**config.mk**
```make
export PLATFORM = sky130hd
export DESIGN_NAME = qosm_ctrl
export DESIGN_NICKNAME = d
export VERILOG_FILES = /design/src/rtl/qosm_pkg.sv /design/src/rtl/qosm_ctrl.sv
export SDC_FILE = /design/constraint.sdc
export NUM_CORES = 1
export LEC_CHECK = 0
export BUFFER_PORTS_ARGS = -buffer_cell sky130_fd_sc_hd__clkbuf_2
export CAP_MARGIN = 20
export CORE_UTILIZATION = 40
export CTS_CLUSTER_DIAMETER = 120
export DETAILED_ROUTE_END_ITERATION = 16
export GPL_TIMING_DRIVEN = 0
export PLACE_DENSITY_LB_ADDON = 0.08
export SLEW_MARGIN = 20
export SYNTH_ARGS = -nofsm -noshare
export SYNTH_HDL_FRONTEND = slang
export SYNTH_SLANG_ARGS = --single-unit
```
**constraint.sdc**
```tcl
create_clock -name clk -period 5.2 [get_ports clk]
set_clock_uncertainty 0.1 [all_clocks]
set_input_delay 1.04 -clock clk [delete_from_list [all_inputs] [get_ports clk]]
set_output_delay 1.04 -clock clk [all_outputs]
set_load 0.05 [all_outputs]
```
**src/rtl/qosm_pkg.sv**
```systemverilog
package qosm_pkg;

	localparam int SAMPLE_BITS_DEF = 16;
	localparam int TABLE_DEPTH_DEF = 16384;

	localparam int CMD_BITS   = 2;
	localparam int LEN_BITS   = 15;
	localparam int GAIN_BITS  = 7;
	localparam int GAP_BITS   = 16;
	localparam int QUEUE_BITS = 4;
	localparam int INDEX_BITS = 14;
	localparam int CLIP_BITS  = 2;

	localparam int CFG_ADDR_BITS = 4;
	localparam int CFG_DATA_BITS = 32;
	localparam int REG_IDX_LSB   = 2;

	localparam logic [LEN_BITS-1:0]   POS_IDLE     = 15'd16384;
	localparam logic [LEN_BITS-1:0]   CHIME_LEN_RST = 15'd0;
	localparam logic [GAIN_BITS-1:0]  GAIN_RST     = 7'd100;
	localparam logic [GAP_BITS-1:0]   GAP_RST      = 16'd4800;
	localparam logic [QUEUE_BITS-1:0] MAXQ_RST     = 4'd8;

	// floor(x / 100) == (x * RECIP) >> RECIP_SHIFT for every x below 2**30
	localparam int                    RECIP_SHIFT = 32;
	localparam int                    RECIP_BITS  = 26;
	localparam logic [RECIP_BITS-1:0] RECIP       = 26'd42949673;

	typedef enum logic [CMD_BITS-1:0] {
		CMD_MIX     = 2'd0,
		CMD_TRIGGER = 2'd1,
		CMD_WRITE   = 2'd2
	} cmd_t;

	typedef enum logic [1:0] {
		REG_CHIME_LENGTH = 2'd0,
		REG_GAIN_PERCENT = 2'd1,
		REG_GAP_FRAMES   = 2'd2,
		REG_MAX_QUEUED   = 2'd3
	} reg_idx_t;

	typedef struct packed {
		logic active;
		logic last;
	} tag_t;

	typedef struct packed {
		logic valid;
		logic use_sample;
		tag_t tag;
	} iss_t;

	typedef struct packed {
		logic                     sel;
		logic                     enable;
		logic                     write;
		logic [CFG_ADDR_BITS-1:0] addr;
		logic [CFG_DATA_BITS-1:0] wdata;
	} apb_req_t;

endpackage

```
**src/rtl/qosm_ctrl.sv**
```systemverilog
module qosm_ctrl #(
	parameter  int TABLE_DEPTH = 16384,
	parameter  int SAMPLE_BITS = 16,
	localparam int AW          = $clog2(TABLE_DEPTH)
) (
	input  logic                                  clk,
	input  logic                                  arst_n,
	input  qosm_pkg::apb_req_t                    apb,
	output logic [qosm_pkg::CFG_DATA_BITS-1:0]    prdata,
	input  logic                                  fire,
	input  logic [qosm_pkg::CMD_BITS-1:0]         command,
	input  logic [qosm_pkg::INDEX_BITS-1:0]       table_index,
	input  logic signed [SAMPLE_BITS-1:0]         table_value,
	input  logic                                  last,
	output logic [qosm_pkg::GAIN_BITS-1:0]        gain,
	output qosm_pkg::iss_t                        iss,
	output logic                                  ram_we,
	output logic [AW-1:0]                         ram_waddr,
	output logic [SAMPLE_BITS-1:0]                ram_wdata,
	output logic                                  ram_re,
	output logic [AW-1:0]                         ram_raddr
);
	import qosm_pkg::*;

	logic [LEN_BITS-1:0]   chime_len_q;
	logic [GAIN_BITS-1:0]  gain_q;
	logic [GAP_BITS-1:0]   gap_frames_q;
	logic [QUEUE_BITS-1:0] max_queued_q;

	logic [LEN_BITS-1:0]   pos_q, pos_n;
	logic [QUEUE_BITS-1:0] queued_q, queued_n;
	logic [GAP_BITS-1:0]   gap_q, gap_n;

	logic        cfg_wr;
	reg_idx_t    reg_idx;
	logic        active;
	logic        use_s, rd_zero, pos_in_range, idx_in_range;
	logic [31:0] pos_ext, idx_ext;
	logic [LEN_BITS-1:0] pos_inc;

	assign cfg_wr  = apb.sel & apb.enable & apb.write;
	assign reg_idx = reg_idx_t'(apb.addr[CFG_ADDR_BITS-1:REG_IDX_LSB]);

	always_comb begin
		case (reg_idx)
			REG_CHIME_LENGTH: prdata = CFG_DATA_BITS'(chime_len_q);
			REG_GAIN_PERCENT: prdata = CFG_DATA_BITS'(gain_q);
			REG_GAP_FRAMES:   prdata = CFG_DATA_BITS'(gap_frames_q);
			REG_MAX_QUEUED:   prdata = CFG_DATA_BITS'(max_queued_q);
			default:          prdata = '0;
		endcase
	end

	assign active       = (pos_q < chime_len_q) || (queued_q != '0);
	assign pos_inc      = pos_q + LEN_BITS'(1);
	assign pos_ext      = 32'(pos_q);
	assign idx_ext      = 32'(table_index);
	assign pos_in_range = pos_ext < 32'(TABLE_DEPTH);
	assign idx_in_range = idx_ext < 32'(TABLE_DEPTH);

	always_comb begin
		pos_n    = pos_q;
		queued_n = queued_q;
		gap_n    = gap_q;
		use_s    = 1'b0;
		rd_zero  = 1'b0;
		ram_we   = 1'b0;
		ram_re   = 1'b0;
		if (fire) begin
			case (cmd_t'(command))
				CMD_TRIGGER: begin
					if (chime_len_q != '0) begin
						if (active) begin
							if (queued_q < max_queued_q) begin
								queued_n = queued_q + QUEUE_BITS'(1);
							end
						end else begin
							pos_n = '0;
							gap_n = '0;
						end
					end
				end
				CMD_WRITE: begin
					ram_we = idx_in_range;
				end
				CMD_MIX: begin
					ram_re = 1'b1;
					if (active && gain_q != '0) begin
						if (pos_q < chime_len_q) begin
							use_s = 1'b1;
							pos_n = pos_inc;
							if (pos_inc == chime_len_q && queued_q != '0) begin
								gap_n = gap_frames_q;
							end
						end else if (queued_q != '0) begin
							if (gap_q != '0) begin
								gap_n = gap_q - GAP_BITS'(1);
							end else begin
								queued_n = queued_q - QUEUE_BITS'(1);
								use_s    = 1'b1;
								rd_zero  = 1'b1;
								pos_n    = LEN_BITS'(1);
							end
						end
					end
				end
				default: begin
				end
			endcase
		end
	end

	assign ram_waddr = idx_ext[AW-1:0];
	assign ram_wdata = table_value;
	assign ram_raddr = rd_zero ? '0 : pos_ext[AW-1:0];

	assign iss.valid      = fire && (cmd_t'(command) == CMD_MIX);
	assign iss.use_sample = use_s && (rd_zero || pos_in_range);
	assign iss.tag.active = (pos_n < chime_len_q) || (queued_n != '0);
	assign iss.tag.last   = last;

	assign gain = gain_q;

	always_ff @(posedge clk or negedge arst_n) begin
		if (!arst_n) begin
			chime_len_q  <= CHIME_LEN_RST;
			gain_q       <= GAIN_RST;
			gap_frames_q <= GAP_RST;
			max_queued_q <= MAXQ_RST;
			pos_q        <= POS_IDLE;
			queued_q     <= '0;
			gap_q        <= '0;
		end else begin
			pos_q    <= pos_n;
			queued_q <= queued_n;
			gap_q    <= gap_n;
			if (cfg_wr) begin
				case (reg_idx)
					REG_CHIME_LENGTH: chime_len_q  <= apb.wdata[LEN_BITS-1:0];
					REG_GAIN_PERCENT: gain_q       <= apb.wdata[GAIN_BITS-1:0];
					REG_GAP_FRAMES:   gap_frames_q <= apb.wdata[GAP_BITS-1:0];
					REG_MAX_QUEUED:   max_queued_q <= apb.wdata[QUEUE_BITS-1:0];
					default: begin
					end
				endcase
			end
		end
	end
endmodule

```
After elaboration in Yosys (flattened, before gate mapping):

Cells that the tools add are included.

* register bits: 77
* bits of input ports: 75
* output and inout bits: 89

* $add $sub $neg: 4
* $lt $le $gt $ge: 5
* equal/unequal tests: 12
* mux-type cells: 41
* bitwise gates (word level): 2
* reduce and logical (&&, ||, !) cells: 20

Operators by type and width (count)
* $pmux 32 s4: 1
* $mux 16: 7
* $mux 15: 7
* $mux 4: 8
* $pmux 16 s2: 1
* $lt 15x15->1: 2
* $pmux 15 s2: 1
* $reduce_bool 16->1: 1
* $sub 16x1->16 const B: 1
* $add 15x1->15 const B: 1
* $eq 15x15->1: 1
* $lt 14x15->1 const B: 1
* $lt 15x15->1 const B: 1
* $reduce_bool 15->1: 1
* $mux 1: 14
* $mux 14: 1
* $ne 3x3->1 const B: 3
* $pmux 4 s2: 1
* $reduce_and 2->1: 4
* $reduce_and 8->1: 1
* $reduce_bool 4->1: 2
* $reduce_bool 7->1: 1
* $eq 2x2->1 const B: 3
* $ne 2x2->1 const B: 3
* other kinds (9): 17

Depth between registers and ports, before layout:

* word-level depth: 9
* mapped depth: 19
* gate-level depth less buffers: 17

Worst setup path before layout:

No wires, ideal clock.

* path kind: reg-to-output
* from: register chime_len_q[8]
* to: output iss[1] (netlist name)
* arrival: 4.171 ns
* required time: 4.060 ns
* slack: -0.111 ns
* stages on the path, launching flop included: 18
* path buffers: 1
* cell sequence: dfrtp_1 -> inv_1 -> ha_1 -> a211o_1 -> o31ai_1 -> nand2_1 -> a21oi_1 -> o21ai_0 -> clkbuf_1 -> a211o_1 -> ha_1 -> a21o_1 -> a21o_1 -> a21oi_1 -> nand3b_1 -> a311oi_1 -> o31ai_1 -> nand4bb_1

RTL lines
* start: declaration: RTL line qosm_ctrl.sv:25 `logic [LEN_BITS-1:0] chime_len_q;`
* start signal: assignment: RTL line qosm_ctrl.sv:139 `REG_CHIME_LENGTH: chime_len_q <= apb.wdata[LEN_BITS-1:0];`
* end: declaration: RTL line qosm_ctrl.sv:16 `output qosm_pkg::iss_t iss,`

==> summary.txt <==
Synth
  – XOR/XNOR Fraction of Synth Area: under 10%
  – Cells after synthesis: ~690
  – Synth cell types: 70
  – Yosys warnings: 0
  – Average size of a mapped cell: about 9.0 sq um
  – Main combinational cell family by area after synthesis: simple AND/OR/NAND/NOR gates
  – Synth Area in Adders: roughly 7.2%
  – Register area share after synthesis: between 30 and 40%
  – Synth Area in Compound Gates: approximately 18%
  – Mux contribution to synthesized area: between 10% and 20%
  – EDFF count, synth: 0
  – Yosys reg bits: 77
  – Mapped Area: slightly above 0.006 sq mm
  – Synth async-reset ratio: 100%
  – Dominant synthesized flop cell: dfrtp_1
  – Post-Synth Simple-Gate Area: roughly a fifth

Floorplan
  – Die ar.: around 0.016 sq mm
  – Die Y: around 130 um
  – Ports: between 150 and 200
  – Initial core utilization: 40.9%
  – Die X: 127 um
  – Cell Rows: 45
  – CORE AREA: around 0.015 sq mm

Route
  – Final wirelength: ~20000 um
  – Top layer in use: met4
  – Drt via density: 5.70
  – Final routed DRC violation total: 0
  – First-pass iteration count of the detailed router: 4
  – WL/cell: about 20 um
  – Post-route ant nets: 0
  – Routed length on met3: 912 um
  – M1 WL: just over 9000 um
  – Initial DRC count: 354
  – Met2 wire len: a little under 10000 um
  – Routed vias: 5880

Final layout
  – Number of diodes: 0
  – Fin cells: 1032
  – Final Util: 51.4%
  – Nets: between 900 and 1000
  – Share of layout cells above drive strength 1: roughly two fifths
  – Design area: 0.00781 sq mm
  – Area Overhead vs Synth: 25.6%

Clock network
  – Root buf cell: clkbuf_16
  – CTS clk-pin slew, worst paths: about 60 ps
  – Num CTS Buffers: 9
  – Clock Sink Count: just under 80
  – CTS max path bufs: 2
  – Clock Latency Late Sink: ~350 ps
  – TritonCTS clock tree: yes
  – CTS Hold Buffers Added: 0
  – Htree depth: 3

Setup path
  – Critical Path Fanout Max: 4
  – CP endpoint kind: output pin
  – Worst setup path class: flip-flop to output pin
  – Critical path launch point type: flip-flop
  – Arr. time, crit path: roughly 4400 ps
  – Critical Path RT: about 4100 ps

Place
  – Detail Placement HPWL: roughly 15000 um
  – RD Place Congestion: slightly below 0.9
  – Pre-CTS setup slack: -1620 ps
  – Cells after DPL: 988
  – IO Port Bufs: 98
  – DP Area: roughly 0.0070 sq mm

Status
  – Failing checks: negative setup slack
  – Status: complete, but fails checks

Timing
  – Period utilization: 107%
  – RSZ-0062 raised after global routing: yes
  – Max Clk Rate: approximately 0.18 GHz
  – Worst-Margin Slew: between 1000 and 1500 ps
  – Minimum clock period: ~5600 ps
  – Final Setup Violations: 1
  – Final worst setup slack: -352 ps
  – Pins over their slew limit: 0
  – Fin. Hold Viols: 0
  – Hold_ws: 457 ps
  – Relative slew slack: between 30% and 40%

Power and ir drop
  – Net switching power: between 1.5 and 2 mW
  – Max IR drop VDD: 0.000274 V
  – Pwr Density: 457 mW/mm^2
  – Combinational share of power: a little over half
  – Internal power: between 1.5 and 2 mW
  – Pleak: 3.63 nW
  – Clock share of power: 18.4%
  – Sw frac: a little under half
  – Reg power frac: roughly 28%

Global route
  – Total gr overflow: 0
  – GRT Total Usage: between 20% and 30%
  – Vias in the first global route: 5589
  – First-pass GRT wire length: approximately 31000 um
  – Initial antenna violation count: 0
  – Largest net degree at the start of global routing: just under 80

Min path
  – HP Class: flip-flop to flip-flop

Flow run
  – Max-cap viol count: 0
## registers in the layout (all words and copies together), names as in the netlist
name / cells
gap_q: 16
max_queued_q: 4
gap_frames_q: 16
gain: 7
pos_q: 15
chime_len_q: 15
queued_q: 4
## cells in the mapped netlist (all sizes together) (2+ instances only)
cell type	count	area [sq um]
o21ai	27	135
a21oi	38	190
and2	16	100
and4	6	52.6
nor3b	6	45.0
and3	15	93.8
xor2	5	43.8
a21o	6	45.0
o221ai	2	17.5
nor3	21	105
a31oi	12	75.1
mux2	39	439
a311oi	3	26.3
nand2b	10	70.1
ha	36	450
nand2	30	113
o31ai	2	15.0
dfstp	9	236
or2	4	25.0
nor4	7	50.1
nand3	14	70.1
and3b	2	17.5
nand3b	4	30.0
xnor2	11	96.3
a211oi	22	170
mux4	4	90.1
inv	36	135
o211ai	6	45.0
a22oi	4	30.0
nor2b	7	43.8
buf	59	423
a21boi	2	15.0
dfrtp	68	1700
a211o	10	87.6
nor2	41	154
clkbuf	22	82.6
mux2i	18	180
or3	7	43.8
nand4	14	87.6
o22ai	17	131
or4	5	41.3
## worst max-delay path: stages, from the launching register on
cell       delay, ps
dfrtp_2          430
inv_2             70
ha_1             270
nand4_1          180
a211oi_2         320
o31a_1           330
o21ai_4           80
a21oi_2          150
o21ai_2           90
clkbuf_8         160
a211o_1          300
ha_4             230
a21o_1           150
a21o_1           180
a21oi_2          220
nand3b_1         180
a311oi_2         280
o31ai_2          140
nand4bb_2        130
buf_8            150
## final timing paths
check                                     start               to  slack, ps  cells past startpoint
worst min register to register        gap_q[11]        gap_q[11]        460                      2
max in group asynchronous                arst_n  chime_len_q[14]       3850                      1
worst max-delay path            chime_len_q[11]           iss[1]       -350                     19
worst max register to register   chime_len_q[7]         gap_q[3]       1520                     12
worst min-delay path                  gap_q[11]        gap_q[11]        460                      2
min in group asynchronous                arst_n         pos_q[8]        590                      1
## through the flow
stage	power (mW)	TNS, ps
after floorplan	2.20	0
after global placement	2.64	-1680
after detailed placement	2.66	-1620
after CTS	3.54	-345
after global routing	3.78	-541
final	3.57	-352
## kinds of logic (layout without fill, tap and decap cells)
family          count (synthesis)  after routing
simple gates                  214            214
flops                          77             77
mux                            61             61
other cells                     1             16
buf+inv                       118            260
xor+xnor                       16             16
fa+ha+maj                      36             36
compound gates                164            164
## metal layers
layer  vias up  GRT usage [%]
met1      2865           34.5
met4         0           8.79
li1       2780              -
met2       211           42.3
met5         -              0
met3        24           3.33
## cell usage in the layout (no fill, tap or decap), types with 9 or more instances in the layout
cell type,n
mux2i_1,18
clkbuf_1,18
nand2_1,29
nor3_1,20
and3_1,15
and2_1,16
clkbuf_16,9
nand4_1,14
dfrtp_1,53
buf_4,77
clkbuf_2,97
nand2b_1,9
dfstp_2,9
nor2_1,36
inv_1,29
a21oi_1,33
dfrtp_2,15
nand3_1,14
a31oi_1,12
conb_1,16
a211oi_1,18
o21ai_0,22
xnor2_1,11
a211o_1,10
mux2_2,39
ha_1,30
o22ai_1,13
## power groups by stage
stage / Clock, mW / Combinational, mW / Sequential [mW]
6_report: 0.656 / 1.93 / 0.986
5_1_grt: 0.688 / 2.09 / 1.00
4_1_cts: 0.662 / 1.90 / 0.980
3_5_place_dp: 0 / 1.66 / 1.00
3_3_place_gp: 0 / 1.64 / 0.999
2_1_floorplan: 0 / 1.25 / 0.949
## area by class of cell
cell class	count	area, sq um
Clock inverter	6	71.3
Tap cell	188	235
Timing Repair Buffer	128	751
Multi-Input combinational cell	507	3900
Sequential cell	77	1960
Inverter	37	146
Fill cell	1457	7390
Buffer	80	523
Clock buffer	9	225
## repair_timing
item	in CTS	in global routing
setup buffers	30	0
endpoints found under the setup margin	1	1
resized for setup	73	5
hold endpoints to repair	0	0
pin swaps	20	8
No activity file was read; power rests on OpenSTA's default activity.
