==> config.mk <==
export PLATFORM = sky130hd
export DESIGN_NAME = qosm_mix_flat
export DESIGN_NICKNAME = d
export VERILOG_FILES = /design/src/rtl/qosm_pkg.sv /design/src/rtl/qosm_if.sv /design/src/rtl/qosm_mix.sv /design/src/flat_wrapper.sv
export SDC_FILE = /design/constraint.sdc
export NUM_CORES = 1
export LEC_CHECK = 0
export ABC_AREA = 1
export ABC_CLOCK_PERIOD_IN_PS = 8500
export BUFFER_PORTS_ARGS = -buffer_cell sky130_fd_sc_hd__buf_2
export CAP_MARGIN = 20
export CORE_MARGIN = 5
export CORE_UTILIZATION = 57
export DETAILED_ROUTE_END_ITERATION = 16
export PLACE_DENSITY = 0.83
export SYNTH_ARGS = -nofsm -noshare
export SYNTH_HDL_FRONTEND = slang
export SYNTH_SLANG_ARGS = --single-unit
==> constraint.sdc <==
create_clock -name clk -period 8.5 [get_ports clk]
set_input_delay 2.55 -clock clk [delete_from_list [all_inputs] [get_ports clk]]
set_output_delay 2.55 -clock clk [all_outputs]
set_load 0.01 [all_outputs]
==> src/rtl/qosm_pkg.sv <==
package qosm_pkg;

	localparam int SAMPLE_BITS_DEF = 16;
	localparam int TABLE_DEPTH_DEF = 16384;

	localparam int CMD_BITS   = 2;
	localparam int LEN_BITS   = 15;
	localparam int GAIN_BITS  = 7;
	localparam int GAP_BITS   = 16;
	localparam int QUEUE_BITS = 4;
	localparam int INDEX_BITS = 14;
	localparam int CLIP_BITS  = 2;

	localparam int CFG_ADDR_BITS = 4;
	localparam int CFG_DATA_BITS = 32;
	localparam int REG_IDX_LSB   = 2;

	localparam logic [LEN_BITS-1:0]   POS_IDLE     = 15'd16384;
	localparam logic [LEN_BITS-1:0]   CHIME_LEN_RST = 15'd0;
	localparam logic [GAIN_BITS-1:0]  GAIN_RST     = 7'd100;
	localparam logic [GAP_BITS-1:0]   GAP_RST      = 16'd4800;
	localparam logic [QUEUE_BITS-1:0] MAXQ_RST     = 4'd8;

	// floor(x / 100) == (x * RECIP) >> RECIP_SHIFT for every x below 2**30
	localparam int                    RECIP_SHIFT = 32;
	localparam int                    RECIP_BITS  = 26;
	localparam logic [RECIP_BITS-1:0] RECIP       = 26'd42949673;

	typedef enum logic [CMD_BITS-1:0] {
		CMD_MIX     = 2'd0,
		CMD_TRIGGER = 2'd1,
		CMD_WRITE   = 2'd2
	} cmd_t;

	typedef enum logic [1:0] {
		REG_CHIME_LENGTH = 2'd0,
		REG_GAIN_PERCENT = 2'd1,
		REG_GAP_FRAMES   = 2'd2,
		REG_MAX_QUEUED   = 2'd3
	} reg_idx_t;

	typedef struct packed {
		logic active;
		logic last;
	} tag_t;

	typedef struct packed {
		logic valid;
		logic use_sample;
		tag_t tag;
	} iss_t;

	typedef struct packed {
		logic                     sel;
		logic                     enable;
		logic                     write;
		logic [CFG_ADDR_BITS-1:0] addr;
		logic [CFG_DATA_BITS-1:0] wdata;
	} apb_req_t;

endpackage

==> src/rtl/qosm_if.sv <==


interface qosm_out_if #(
	parameter int SAMPLE_BITS = qosm_pkg::SAMPLE_BITS_DEF
) ();
	logic                             valid;
	logic                             ready;
	logic signed [SAMPLE_BITS-1:0]    left_out;
	logic signed [SAMPLE_BITS-1:0]    right_out;
	logic [qosm_pkg::CLIP_BITS-1:0]   clipped_count;
	logic                             sound_active;
	logic                             last_out;

	modport source (
		output valid, left_out, right_out, clipped_count, sound_active, last_out,
		input  ready
	);
	modport sink (
		input  valid, left_out, right_out, clipped_count, sound_active, last_out,
		output ready
	);
endinterface

==> src/rtl/qosm_mix.sv <==
module qosm_mix #(
	parameter int SAMPLE_BITS = 16
) (
	input  logic                              clk,
	input  logic                              arst_n,
	input  qosm_pkg::iss_t                    iss,
	input  logic signed [SAMPLE_BITS-1:0]     left_in,
	input  logic signed [SAMPLE_BITS-1:0]     right_in,
	input  logic [SAMPLE_BITS-1:0]            rdata,
	input  logic [qosm_pkg::GAIN_BITS-1:0]    gain,
	output logic                              take,
	qosm_out_if.source                        mixed
);
	import qosm_pkg::*;

	localparam int SB     = SAMPLE_BITS;
	localparam int PW     = SB + GAIN_BITS + 1;
	localparam int MW     = SB + GAIN_BITS;
	localparam int QMW    = MW + RECIP_BITS;
	localparam int SW     = SB + 2;
	localparam int SMAX_I = (1 << (SB - 1)) - 1;
	localparam logic signed [SW-1:0] SMAX = SW'(SMAX_I);
	localparam logic signed [SW-1:0] SMIN = SW'(-SMAX_I - 1);

	logic mv1, mv2, mv3;

	logic              v_s1, use_s1;
	tag_t              tag_s1;
	logic signed [SB-1:0] l_s1, r_s1;

	logic              v_s2;
	tag_t              tag_s2;
	logic signed [SB-1:0] l_s2, r_s2;
	logic signed [PW-1:0] prod_s2;

	logic              v_s3, neg_s3;
	tag_t              tag_s3;
	logic signed [SB-1:0] l_s3, r_s3;
	logic [SB-1:0]     q_s3;

	logic                  out_valid_q, active_q, last_q;
	logic signed [SB-1:0]  left_q, right_q;
	logic [CLIP_BITS-1:0]  clip_q;

	logic signed [SB-1:0] c1;
	logic signed [PW-1:0] prod1;
	logic [PW-1:0]        absv;
	logic [QMW-1:0]       qmul;
	logic signed [SB:0]   c3;
	logic signed [SW-1:0] sum_l, sum_r;
	logic signed [SB-1:0] sat_l, sat_r;
	logic                 clip_l, clip_r;

	assign mv3  = !out_valid_q || mixed.ready;
	assign mv2  = !v_s3 || mv3;
	assign mv1  = !v_s2 || mv2;
	assign take = !v_s1 || mv1;

	assign c1    = use_s1 ? signed'(rdata) : '0;
	assign prod1 = c1 * signed'({1'b0, gain});

	assign absv = prod_s2[PW-1] ? PW'(-prod_s2) : PW'(prod_s2);
	assign qmul = QMW'(absv[MW-1:0]) * QMW'(RECIP);

	assign c3    = neg_s3 ? -signed'({1'b0, q_s3}) : signed'({1'b0, q_s3});
	assign sum_l = SW'(l_s3) + SW'(c3);
	assign sum_r = SW'(r_s3) + SW'(c3);

	always_comb begin
		clip_l = 1'b0;
		clip_r = 1'b0;
		sat_l  = sum_l[SB-1:0];
		sat_r  = sum_r[SB-1:0];
		if (sum_l > SMAX) begin
			sat_l  = SMAX[SB-1:0];
			clip_l = 1'b1;
		end else if (sum_l < SMIN) begin
			sat_l  = SMIN[SB-1:0];
			clip_l = 1'b1;
		end
		if (sum_r > SMAX) begin
			sat_r  = SMAX[SB-1:0];
			clip_r = 1'b1;
		end else if (sum_r < SMIN) begin
			sat_r  = SMIN[SB-1:0];
			clip_r = 1'b1;
		end
	end

	always_ff @(posedge clk or negedge arst_n) begin
		if (!arst_n) begin
			v_s1        <= 1'b0;
			v_s2        <= 1'b0;
			v_s3        <= 1'b0;
			out_valid_q <= 1'b0;
		end else begin
			if (take) begin
				v_s1 <= iss.valid;
			end
			if (mv1) begin
				v_s2 <= v_s1;
			end
			if (mv2) begin
				v_s3 <= v_s2;
			end
			if (mv3) begin
				out_valid_q <= v_s3;
			end
		end
	end

	always_ff @(posedge clk) begin
		if (take) begin
			use_s1 <= iss.use_sample;
			tag_s1 <= iss.tag;
			l_s1   <= left_in;
			r_s1   <= right_in;
		end
		if (mv1) begin
			tag_s2  <= tag_s1;
			l_s2    <= l_s1;
			r_s2    <= r_s1;
			prod_s2 <= prod1;
		end
		if (mv2) begin
			tag_s3 <= tag_s2;
			l_s3   <= l_s2;
			r_s3   <= r_s2;
			neg_s3 <= prod_s2[PW-1];
			q_s3   <= qmul[RECIP_SHIFT +: SB];
		end
		if (mv3) begin
			left_q   <= sat_l;
			right_q  <= sat_r;
			clip_q   <= CLIP_BITS'(clip_l) + CLIP_BITS'(clip_r);
			active_q <= tag_s3.active;
			last_q   <= tag_s3.last;
		end
	end

	assign mixed.valid         = out_valid_q;
	assign mixed.left_out      = left_q;
	assign mixed.right_out     = right_q;
	assign mixed.clipped_count = clip_q;
	assign mixed.sound_active  = active_q;
	assign mixed.last_out      = last_q;
endmodule

==> src/flat_wrapper.sv <==
// flat-port wrapper written by rule: the top's interface ports become plain ports
module qosm_mix_flat import qosm_pkg::*;
#(
	parameter int SAMPLE_BITS = 16
)
  (clk, arst_n, iss, left_in, right_in, rdata, gain, take, mixed_valid, mixed_left_out, mixed_right_out, mixed_clipped_count, mixed_sound_active, mixed_last_out, mixed_ready);
  qosm_out_if #(.SAMPLE_BITS(SAMPLE_BITS)) mixed_i ();
  input  logic clk;
  input  logic arst_n;
  input  qosm_pkg::iss_t iss;
  input  logic signed [SAMPLE_BITS-1:0] left_in;
  input  logic signed [SAMPLE_BITS-1:0] right_in;
  input  logic [SAMPLE_BITS-1:0] rdata;
  input  logic [qosm_pkg::GAIN_BITS-1:0] gain;
  output logic take;
  output wire logic [$bits(mixed_i.valid)-1:0] mixed_valid;
  output wire logic [$bits(mixed_i.left_out)-1:0] mixed_left_out;
  output wire logic [$bits(mixed_i.right_out)-1:0] mixed_right_out;
  output wire logic [$bits(mixed_i.clipped_count)-1:0] mixed_clipped_count;
  output wire logic [$bits(mixed_i.sound_active)-1:0] mixed_sound_active;
  output wire logic [$bits(mixed_i.last_out)-1:0] mixed_last_out;
  input wire logic [$bits(mixed_i.ready)-1:0] mixed_ready;
  assign mixed_valid = mixed_i.valid;
  assign mixed_left_out = mixed_i.left_out;
  assign mixed_right_out = mixed_i.right_out;
  assign mixed_clipped_count = mixed_i.clipped_count;
  assign mixed_sound_active = mixed_i.sound_active;
  assign mixed_last_out = mixed_i.last_out;
  assign mixed_i.ready = mixed_ready;
  qosm_mix #(.SAMPLE_BITS(SAMPLE_BITS)) u_core (.clk(clk), .arst_n(arst_n), .iss(iss), .left_in(left_in), .right_in(right_in), .rdata(rdata), .gain(gain), .take(take), .mixed(mixed_i));
endmodule
# Word level (Yosys, flattened, before mapping)
# Index checks and enable logic that the tools add are counted.
# word_totals
regBits,184
elab_cells,53
# op_classes
addsub,5
multipliers,2
magnitude_cmp,4
muxes,9
reduce_logical,8
# ops
cell,n
"multiplier 23 x 26 -> 48 bit, second input constant",1
2-to-1 mux 16 bit,3
adder 16 x 17 -> 18 bit,2
"> comparator 18 x 16 -> 1 bit, second input constant",2
"less-than comparator 18 x 16 -> 1 bit, second input constant",2
multiplier 16 x 8 -> 24 bit,1
2-to-1 mux 23 bit,1
negation 23 bit,1
2-to-1 mux 17 bit,1
negation 16 -> 17 bit,1
zero test 1 bit,4
logical OR 1 bit,4
2-to-1 mux 1 bit,4
adder 1 x 1 -> 2 bit,1

# Longest topological paths before layout
# Gate-level depths: netlist of run 1.
# depth
ltp_word,7
ltp_mapped,35
depth_no_buf,35

# Worst setup path before layout of run 1
# No wires, ideal clock.
# synth_path
path_type,input to output
start,in mixed_ready
end,out take
arrival_time_ns,5.517
setup_slack_ns,0.433
cell_stages,6
path_buffers,0
path_cell_list,nor2_1 inv_1 nor2_1 inv_1 nor2_1 nand2_1
# synth_via
elab_chain_len,4
# synth_lines
element,line,rtl
from (decl),flat_wrapper.sv:22,input wire logic [$bits(mixed_i.ready)-1:0] mixed_ready;
logical OR 1 bit,qosm_mix.sv:54,assign mv3 = !out_valid_q || mixed.ready;
named net u_core.mv3,qosm_mix.sv:25,"logic mv1, mv2, mv3;"
logical OR 1 bit,qosm_mix.sv:55,assign mv2 = !v_s3 || mv3;
named net u_core.mv2,qosm_mix.sv:25,
logical OR 1 bit,qosm_mix.sv:56,assign mv1 = !v_s2 || mv2;
logical OR 1 bit,qosm_mix.sv:57,assign take = !v_s1 || mv1;
to (decl),flat_wrapper.sv:15,output logic take;
# The timed path passes the listed nets, and every way through them passes these cells.

# Worst setup path after layout of run 1
# layout_path
start,reg u_core.prod_s2[0]
end,"reg u_core.q_s3[5], data pin"
# layout_via
elab_chain_len,3
# layout_lines
element,line,rtl
from (decl),qosm_mix.sv:34,logic signed [PW-1:0] prod_s2;
from (signal assigned),qosm_mix.sv:123,prod_s2 <= prod1;
negation 23 bit,qosm_mix.sv:62,assign absv = prod_s2[PW-1] ? PW'(-prod_s2) : PW'(prod_s2);
2-to-1 mux 23 bit *,qosm_mix.sv:62,
multiplier 23 x 26 -> 48 bit *,qosm_mix.sv:63,assign qmul = QMW'(absv[MW-1:0]) * QMW'(RECIP);
named net u_core.qmul[37],qosm_mix.sv:48,logic [QMW-1:0] qmul;
to (signal assigned),qosm_mix.sv:130,q_s3 <= qmul[RECIP_SHIFT +: SB];
to (decl),qosm_mix.sv:39,logic [SB-1:0] q_s3;
# The timed path passes the listed nets; every way through them passes the cells marked *.
# A chain may end at the register's enable or synchronous reset.

==> metrics.cfg, run 1 <==
[synthesis]
yosys_most_used_dff=edfxtp_1
syn_avg_cell_area_um2=9.01
postSynthCellCount=2563
synth_top_area_share_pct=24.3
syn_nets=3227
ys_top_cells_by_area=fa_1 24%, edfxtp_1 23%, ha_1 17%
synth_top_cell_by_area=fa_1
synth_enable_flop_cells=180
yosysSeqAreaShare_pct=23.8
synthArstFlopShare_pct=2.17
yosysWarnings=0
ys_ff_latch=184
synth_cell_types=46
synth_area_um2=23100

[cells_and_area]
nNetsFinal=3350
area_delta_synth_final_pct=8.00
drive_gt1_share_pct=7.30
fillers=3310

[hold_path]
hold_path_depth=0
whs_endpoint=u_core.l_s2[12]$_DFFE_PP_
hp-start=u_core.l_s1[12]$_DFFE_PP_
hp-class=reg2reg

[floorplan]
die_w_um=211
fp.coreArea_um2=39900
ioPinCount=100
rows=73
start_util_pct=57.8
die_h_um=211
dieArea_um2=44600

[setup_path]
timing.rr.end=u_core.q_s3[5]$_DFFE_PP_
rr_worst_depth=29
slowest_stage=fa_1
cp-end-kind=flip-flop
reg2reg_from=u_core.prod_s2[0]$_DFFE_PP_
worstPathArrival_ns=7.82
crit_fanout=7
rrSetupSlack_ns=0.90
crit_family=adder cells
critPathKind=reg2reg
crit_buf_inv=6
cpPeakStageDelay_ns=0.54
crit_required_ns=8.72
start_kind=flip-flop

[global_routing]
grt_overflow_total=0
antenna_found_initial=3
grt_pass1_wl_mm=95.3
gr-usage-all-layers_pct=27.1
grt_pass1_vias=18200
grt_max_degree=59

[cts]
clock-sinks=184
clkLatencyLatePin_ns=0.45
ctsResizeCount=0
clock_path_buffers=2
h-tree-depth=4
cts_buffers=17
cts_hold_buf=0
clk_transition_reported_paths_ns=0.09
cts_tree=done
cts-root-buf=clkbuf_16
cts_setup_buffers=0

[routing]
drt_iter0_markers=1364
drt_pre_antenna_iters=5
wl_mm=59.6
num_vias=17700
wl_met3_mm=3.78
top_layer=met4
wl_met1_mm=23.6
wire_per_inst_um=18.5
route.met2.wl_mm=30.0
drc=0
viasPerCell=5.47
ant_nets=0

[placement]
portBuffers=99
place.gp.congestion=0.986
hpwl_mm=51.1

[run_status]
status=finished clean

[sta]
max_slew_margin_pct=48.2
slew_violations=0
max_freq_mhz=132
period_minus_slack_ns=7.60
finalSetupViolations=0
rsz0062_at_grt=false
setup_tns_ns=0
final.setup_skew_ns=0.0148
timing_hold_violations_final=0
worst_slew_pin_slew_ns=0.776
fin_crit_sh_pct=89.4

[flow_run]
cap_violations=0

[kinds of logic after synthesis]
| logic type | count (synthesis) | synth area share (%) |
|---|---|---|
| compound gates | 243 | 5.92 |
| xor+xnor | 86 | 3.36 |
| fa+ha+maj | 602 | 41.7 |
| buf+inv | 632 | 10.4 |
| flops | 184 | 23.8 |
| simple gates | 816 | 14.7 |
[final cells by class]
class	instances	area (um^2)	area share, %
Antenna cell	4	10.0	0.0401
Clock buffer	17	425	1.71
Clock inverter	15	193	0.773
Inverter	616	2310	9.27
Multi-Input combinational cell	1747	15200	60.9
Sequential cell	184	5510	22.1
Tap cell	525	657	2.63
Timing Repair Buffer	120	653	2.62
[registers in the layout (all words and copies together), names as in the netlist, 2 cells and up]
| register | cells |
|---|---|
| u_core.tag_s3 | 2 |
| u_core.r_s3 | 16 |
| u_core.tag_s2 | 2 |
| u_core.l_s1 | 16 |
| u_core.r_s1 | 16 |
| u_core.mixed.right_out | 16 |
| u_core.q_s3 | 16 |
| u_core.prod_s2 | 24 |
| u_core.mixed.clipped_count | 2 |
| u_core.l_s2 | 16 |
| u_core.mixed.left_out | 16 |
| u_core.r_s2 | 16 |
| u_core.l_s3 | 16 |
| u_core.tag_s1 | 2 |
[cell usage in the layout, fill, tap and decap left out, types with 46 or more instances in the layout]
cell / netlist / layout
nand2_1: 422 / 422
nor2_1: 232 / 232
fa_1: 280 / 280
nand3_1: 69 / 69
inv_1: 613 / 611
a21oi_1: 115 / 115
edfxtp_1: 180 / 180
buf_2: 1 / 99
xor2_1: 46 / 46
o21ai_0: 71 / 71
ha_1: 322 / 322
[worst max path at each step]
stage / start / to / slack [ns] / cells past startpoint
after floorplan: mixed_ready / take / 0.43 / 6
after global placement: u_core.prod_s2[0]$_DFFE_PP_ / u_core.q_s3[10]$_DFFE_PP_ / 1.07 / 28
after detailed placement: u_core.prod_s2[0]$_DFFE_PP_ / u_core.q_s3[5]$_DFFE_PP_ / 0.96 / 29
after CTS: u_core.prod_s2[0]$_DFFE_PP_ / u_core.q_s3[5]$_DFFE_PP_ / 0.94 / 29
after global routing: u_core.prod_s2[0]$_DFFE_PP_ / u_core.q_s3[10]$_DFFE_PP_ / 0.39 / 29
final: u_core.prod_s2[0]$_DFFE_PP_ / u_core.q_s3[5]$_DFFE_PP_ / 0.90 / 29
[synthesized netlist by cell type (6+ instances only)]
| master | n |
|---|---|
| nand2_1 | 422 |
| a21oi_1 | 115 |
| edfxtp_1 | 180 |
| xnor2_1 | 37 |
| clkbuf_1 | 11 |
| o21bai_1 | 11 |
| fa_1 | 280 |
| nor2_1 | 232 |
| ha_1 | 322 |
| inv_1 | 613 |
| or2_2 | 7 |
| o21a_1 | 6 |
| nand4_1 | 25 |
| o21ai_0 | 71 |
| a21o_1 | 12 |
| nand2_2 | 14 |
| nor4_1 | 9 |
| nor3_1 | 21 |
| nand3_1 | 69 |
| xor2_1 | 46 |
[through the flow]
step                      std cells  area [um^2]  hold WS, ns  util, %  setup WS (ns)
after detailed placement       3192        24300        0.405     60.9          0.963
after global routing           3227        24900        0.428     62.5          0.393
after CTS                      3224        24900        0.421     62.4          0.941
after global placement         3192        24300        0.402     60.9           1.07
final                          3228        24900        0.417     62.5          0.897
after floorplan                2563        23100        0.400        -          0.433
[per-layer routing]
| layer | global-route usage [%] | vias up |
|---|---|---|
| li1 | - | 8290 |
| met1 | 34.3 | 8537 |
| met2 | 47.8 | 680 |
| met3 | 3.86 | 143 |
| met4 | 9.21 | 0 |
| met5 | 0 | - |
[worst register-to-register path, delay by kind of cell (launching register included)]
kind / cells / cell delay, ns
buf+inv: 6 / 0.83
flops: 1 / 0.39
xor+xnor: 1 / 0.38
compound gates: 1 / 0.11
simple gates: 12 / 1.62
fa+ha+maj: 9 / 4.02
Power of run 1 is left out: the tool's default activity adds up to more than one toggle a clock period on the data nets, which glitch-free logic cannot reach.
==> run 2, diff against run 1 <==
--- a/config.mk
+++ b/config.mk
@@ -6,13 +6,13 @@
 export NUM_CORES = 1
 export LEC_CHECK = 0
 export ABC_AREA = 1
-export ABC_CLOCK_PERIOD_IN_PS = 8500
+export ABC_CLOCK_PERIOD_IN_PS = 6300
 export BUFFER_PORTS_ARGS = -buffer_cell sky130_fd_sc_hd__buf_2
 export CAP_MARGIN = 20
 export CORE_MARGIN = 5
 export CORE_UTILIZATION = 57
 export DETAILED_ROUTE_END_ITERATION = 16
-export PLACE_DENSITY = 0.83
+export PLACE_DENSITY = 0.86
 export SYNTH_ARGS = -nofsm -noshare
 export SYNTH_HDL_FRONTEND = slang
 export SYNTH_SLANG_ARGS = --single-unit
==> constraint.sdc (replaced) <==
create_clock -name clk -period 6.3 [get_ports clk]
set_input_delay 1.89 -clock clk [delete_from_list [all_inputs] [get_ports clk]]
set_output_delay 1.89 -clock clk [all_outputs]
set_load 0.02 [all_outputs]
==> run 2 against run 1 <==
The run now ends with setup timing left; core utilization increased by 8.5 points; sequential cell count unchanged; clock skew increased by 0.0045 ns.
==> metrics.cfg, run 2 (same netlist as run 1, synthesis figures left out) <==
[cts]
clk_transition_reported_paths_ns=0.07  ; was 0.09 ns
cts-root-buf=clkbuf_16  ; unchanged
h-tree-depth=4  ; unchanged
cts_buffers=17  ; unchanged
clkLatencyLatePin_ns=0.45  ; about the same
cts_tree=done  ; unchanged
clock_path_buffers=2  ; unchanged
cts_hold_buf=0  ; unchanged
clock-sinks=184  ; unchanged

[setup_path]
rrSetupSlack_ns=-0.51  ; was 0.90 ns
worstPathArrival_ns=7.01  ; was 7.82 ns
cpPeakStageDelay_ns=0.56  ; was 0.54 ns
cp-end-kind=flip-flop  ; unchanged
crit_fanout=5  ; was 7
start_kind=flip-flop  ; unchanged
slowest_stage=fa_1  ; unchanged
critPathKind=reg2reg  ; unchanged
crit_required_ns=6.50  ; was 8.72 ns

[sta]
max_slew_margin_pct=49.4  ; was 48.2%
slew_violations=0  ; unchanged
rsz0062_at_grt=true  ; was false
worst_slack_ns=-0.506  ; was 0.897 ns
finalSetupViolations=16  ; was 0
timing_hold_violations_final=0  ; unchanged
fin_crit_sh_pct=108  ; was 89.4%
setup_tns_ns=-7.14  ; was 0 ns
worst_slew_pin_slew_ns=0.751  ; was 0.776 ns
period_minus_slack_ns=6.81  ; was 7.60 ns
final.setup_skew_ns=0.0193  ; was 0.0148 ns
max_freq_mhz=147  ; was 132 MHz

[cells_and_area]
fillers=2757  ; was 3,310
stdcell_count=3475  ; was 3,228
drive_gt1_share_pct=23.4  ; was 7.30%
final_common_cell=inv_1  ; unchanged
final_cell_mix=576 x inv_1, 384 x nand2_1, 278 x ha_1  ; was 611 x inv_1, 422 x nand2_1, 322 x ha_1
largest-register=u_core.prod_s2  ; unchanged
area_delta_synth_final_pct=22.7  ; was 8.00%
largest_register_ffs=24  ; unchanged
nNetsFinal=3600  ; was 3,350
fin_area_um2=28300  ; was 24,900 um^2

[run_status]
violations=setup timing
status=finished, violations left  ; was finished clean

[routing]
num_vias=19000  ; was 17,700
ant_nets=0  ; unchanged
drt_iter0_markers=1372  ; was 1,364
wl_mm=66.8  ; was 59.6 mm
viasPerCell=5.48  ; was 5.47
drt_pre_antenna_iters=8  ; was 5
drc=0  ; unchanged
wire_per_inst_um=19.2  ; was 18.5 um

[placement]
dp_slack_ns=-0.647  ; was 0.963 ns
portBuffers=99  ; unchanged
hpwl_mm=55.6  ; was 51.1 mm
place.gp.congestion=1.02  ; was 0.986
place_area_um2=26500  ; was 24,300 um^2
dp_cells=3388  ; was 3,192

[floorplan]
rows=73  ; unchanged
die_h_um=211  ; unchanged
ioPinCount=100  ; unchanged
dieArea_um2=44600  ; unchanged
start_util_pct=57.8  ; unchanged
fp.coreArea_um2=39900  ; unchanged
die_w_um=211  ; unchanged

[global_routing]
gr-usage-all-layers_pct=29.7  ; was 27.1%
grt_overflow_total=0  ; unchanged
grt_pass1_wl_mm=104  ; was 95.3 mm
grt_max_degree=53  ; was 59
grt_pass1_vias=20100  ; was 18,200
antenna_found_initial=1  ; was 3

[hold_path]
hp-class=reg2reg  ; unchanged

[flow_run]
cap_violations=0  ; unchanged

[run 2: cell count changes in the layout (fill, tap and decap cells not counted), moves of 23 or more]
cell,previous run,this run
nand2_2,14,37
a21oi_1,115,84
nor2_1,232,200
inv_1,611,576
nand2_1,422,384
ha_1,322,278
inv_2,4,35
buf_4,21,259
a21oi_2,2,29
ha_4,0,39
[run 2: final cells by class]
cell class | count | area (um^2) | share of cell area, %
sequential | 184 | 5510 | 19.4
tap | 525 | 657 | 2.32
inverter | 616 | 2320 | 8.20
clock buffer | 18 | 429 | 1.51
timing repair buffer | 370 | 2610 | 9.21
multi-input combinational | 1747 | 16600 | 58.8
antenna | 1 | 2.50 | 0.00883
clock inverter | 14 | 158 | 0.556
[run 2: stage by stage]
step	hold WS, ns	util, %
after global routing	0.428	71.0
after CTS	0.421	69.7
final	0.419	71.0
after global placement	0.403	66.3
after floorplan	0.400	-
after detailed placement	0.405	66.3
[run 2: path summary, 6_finish.rpt]
| path | cells past startpoint | end | start |
|---|---|---|---|
| setup / recovery | 30 | u_core.q_s3[11]$_DFFE_PP_ | u_core.prod_s2[0]$_DFFE_PP_ |
| hold / removal | 0 | u_core.r_s3[7]$_DFFE_PP_ | u_core.r_s2[7]$_DFFE_PP_ |
| setup reg to reg | 30 | u_core.q_s3[11]$_DFFE_PP_ | u_core.prod_s2[0]$_DFFE_PP_ |
| hold reg to reg | 0 | u_core.r_s3[7]$_DFFE_PP_ | u_core.r_s2[7]$_DFFE_PP_ |
| max in group asynchronous | 1 | u_core.v_s1$_DFFE_PN0P_ | arst_n |
| min in group asynchronous | 1 | u_core.mixed.valid$_DFFE_PN0P_ | arst_n |
[run 2: critical path: cells and delay by family (launching register included)]
| kind | cells | cell delay, ns |
|---|---|---|
| DFF | 1 | 0.44 |
| xor gates and xnor gates | 1 | 0.16 |
| and+or+nand+nor | 8 | 0.84 |
| adders and majority gates | 9 | 4.05 |
| AOI/OAI and AO/OA | 2 | 0.25 |
| buffers and inverters | 10 | 0.81 |
[run 2: per-layer routing]
layer	GRT usage [%]	vias up	part of all wire, %
met4	11.9	0	5.1
li1	-	8781	-
met5	0	-	0
met3	4.23	208	5.8
met1	35.6	9264	38
met2	53.7	781	51
[run 2: repair_timing]
| action | CTS | global route |
|---|---|---|
| pin swaps | 80 | 88 |
| endpoints found under the setup margin | 16 | 16 |
| buffers inserted | 38 | 17 |
| gates resized for setup | 112 | 89 |
Power of run 2 is left out for the same reason.
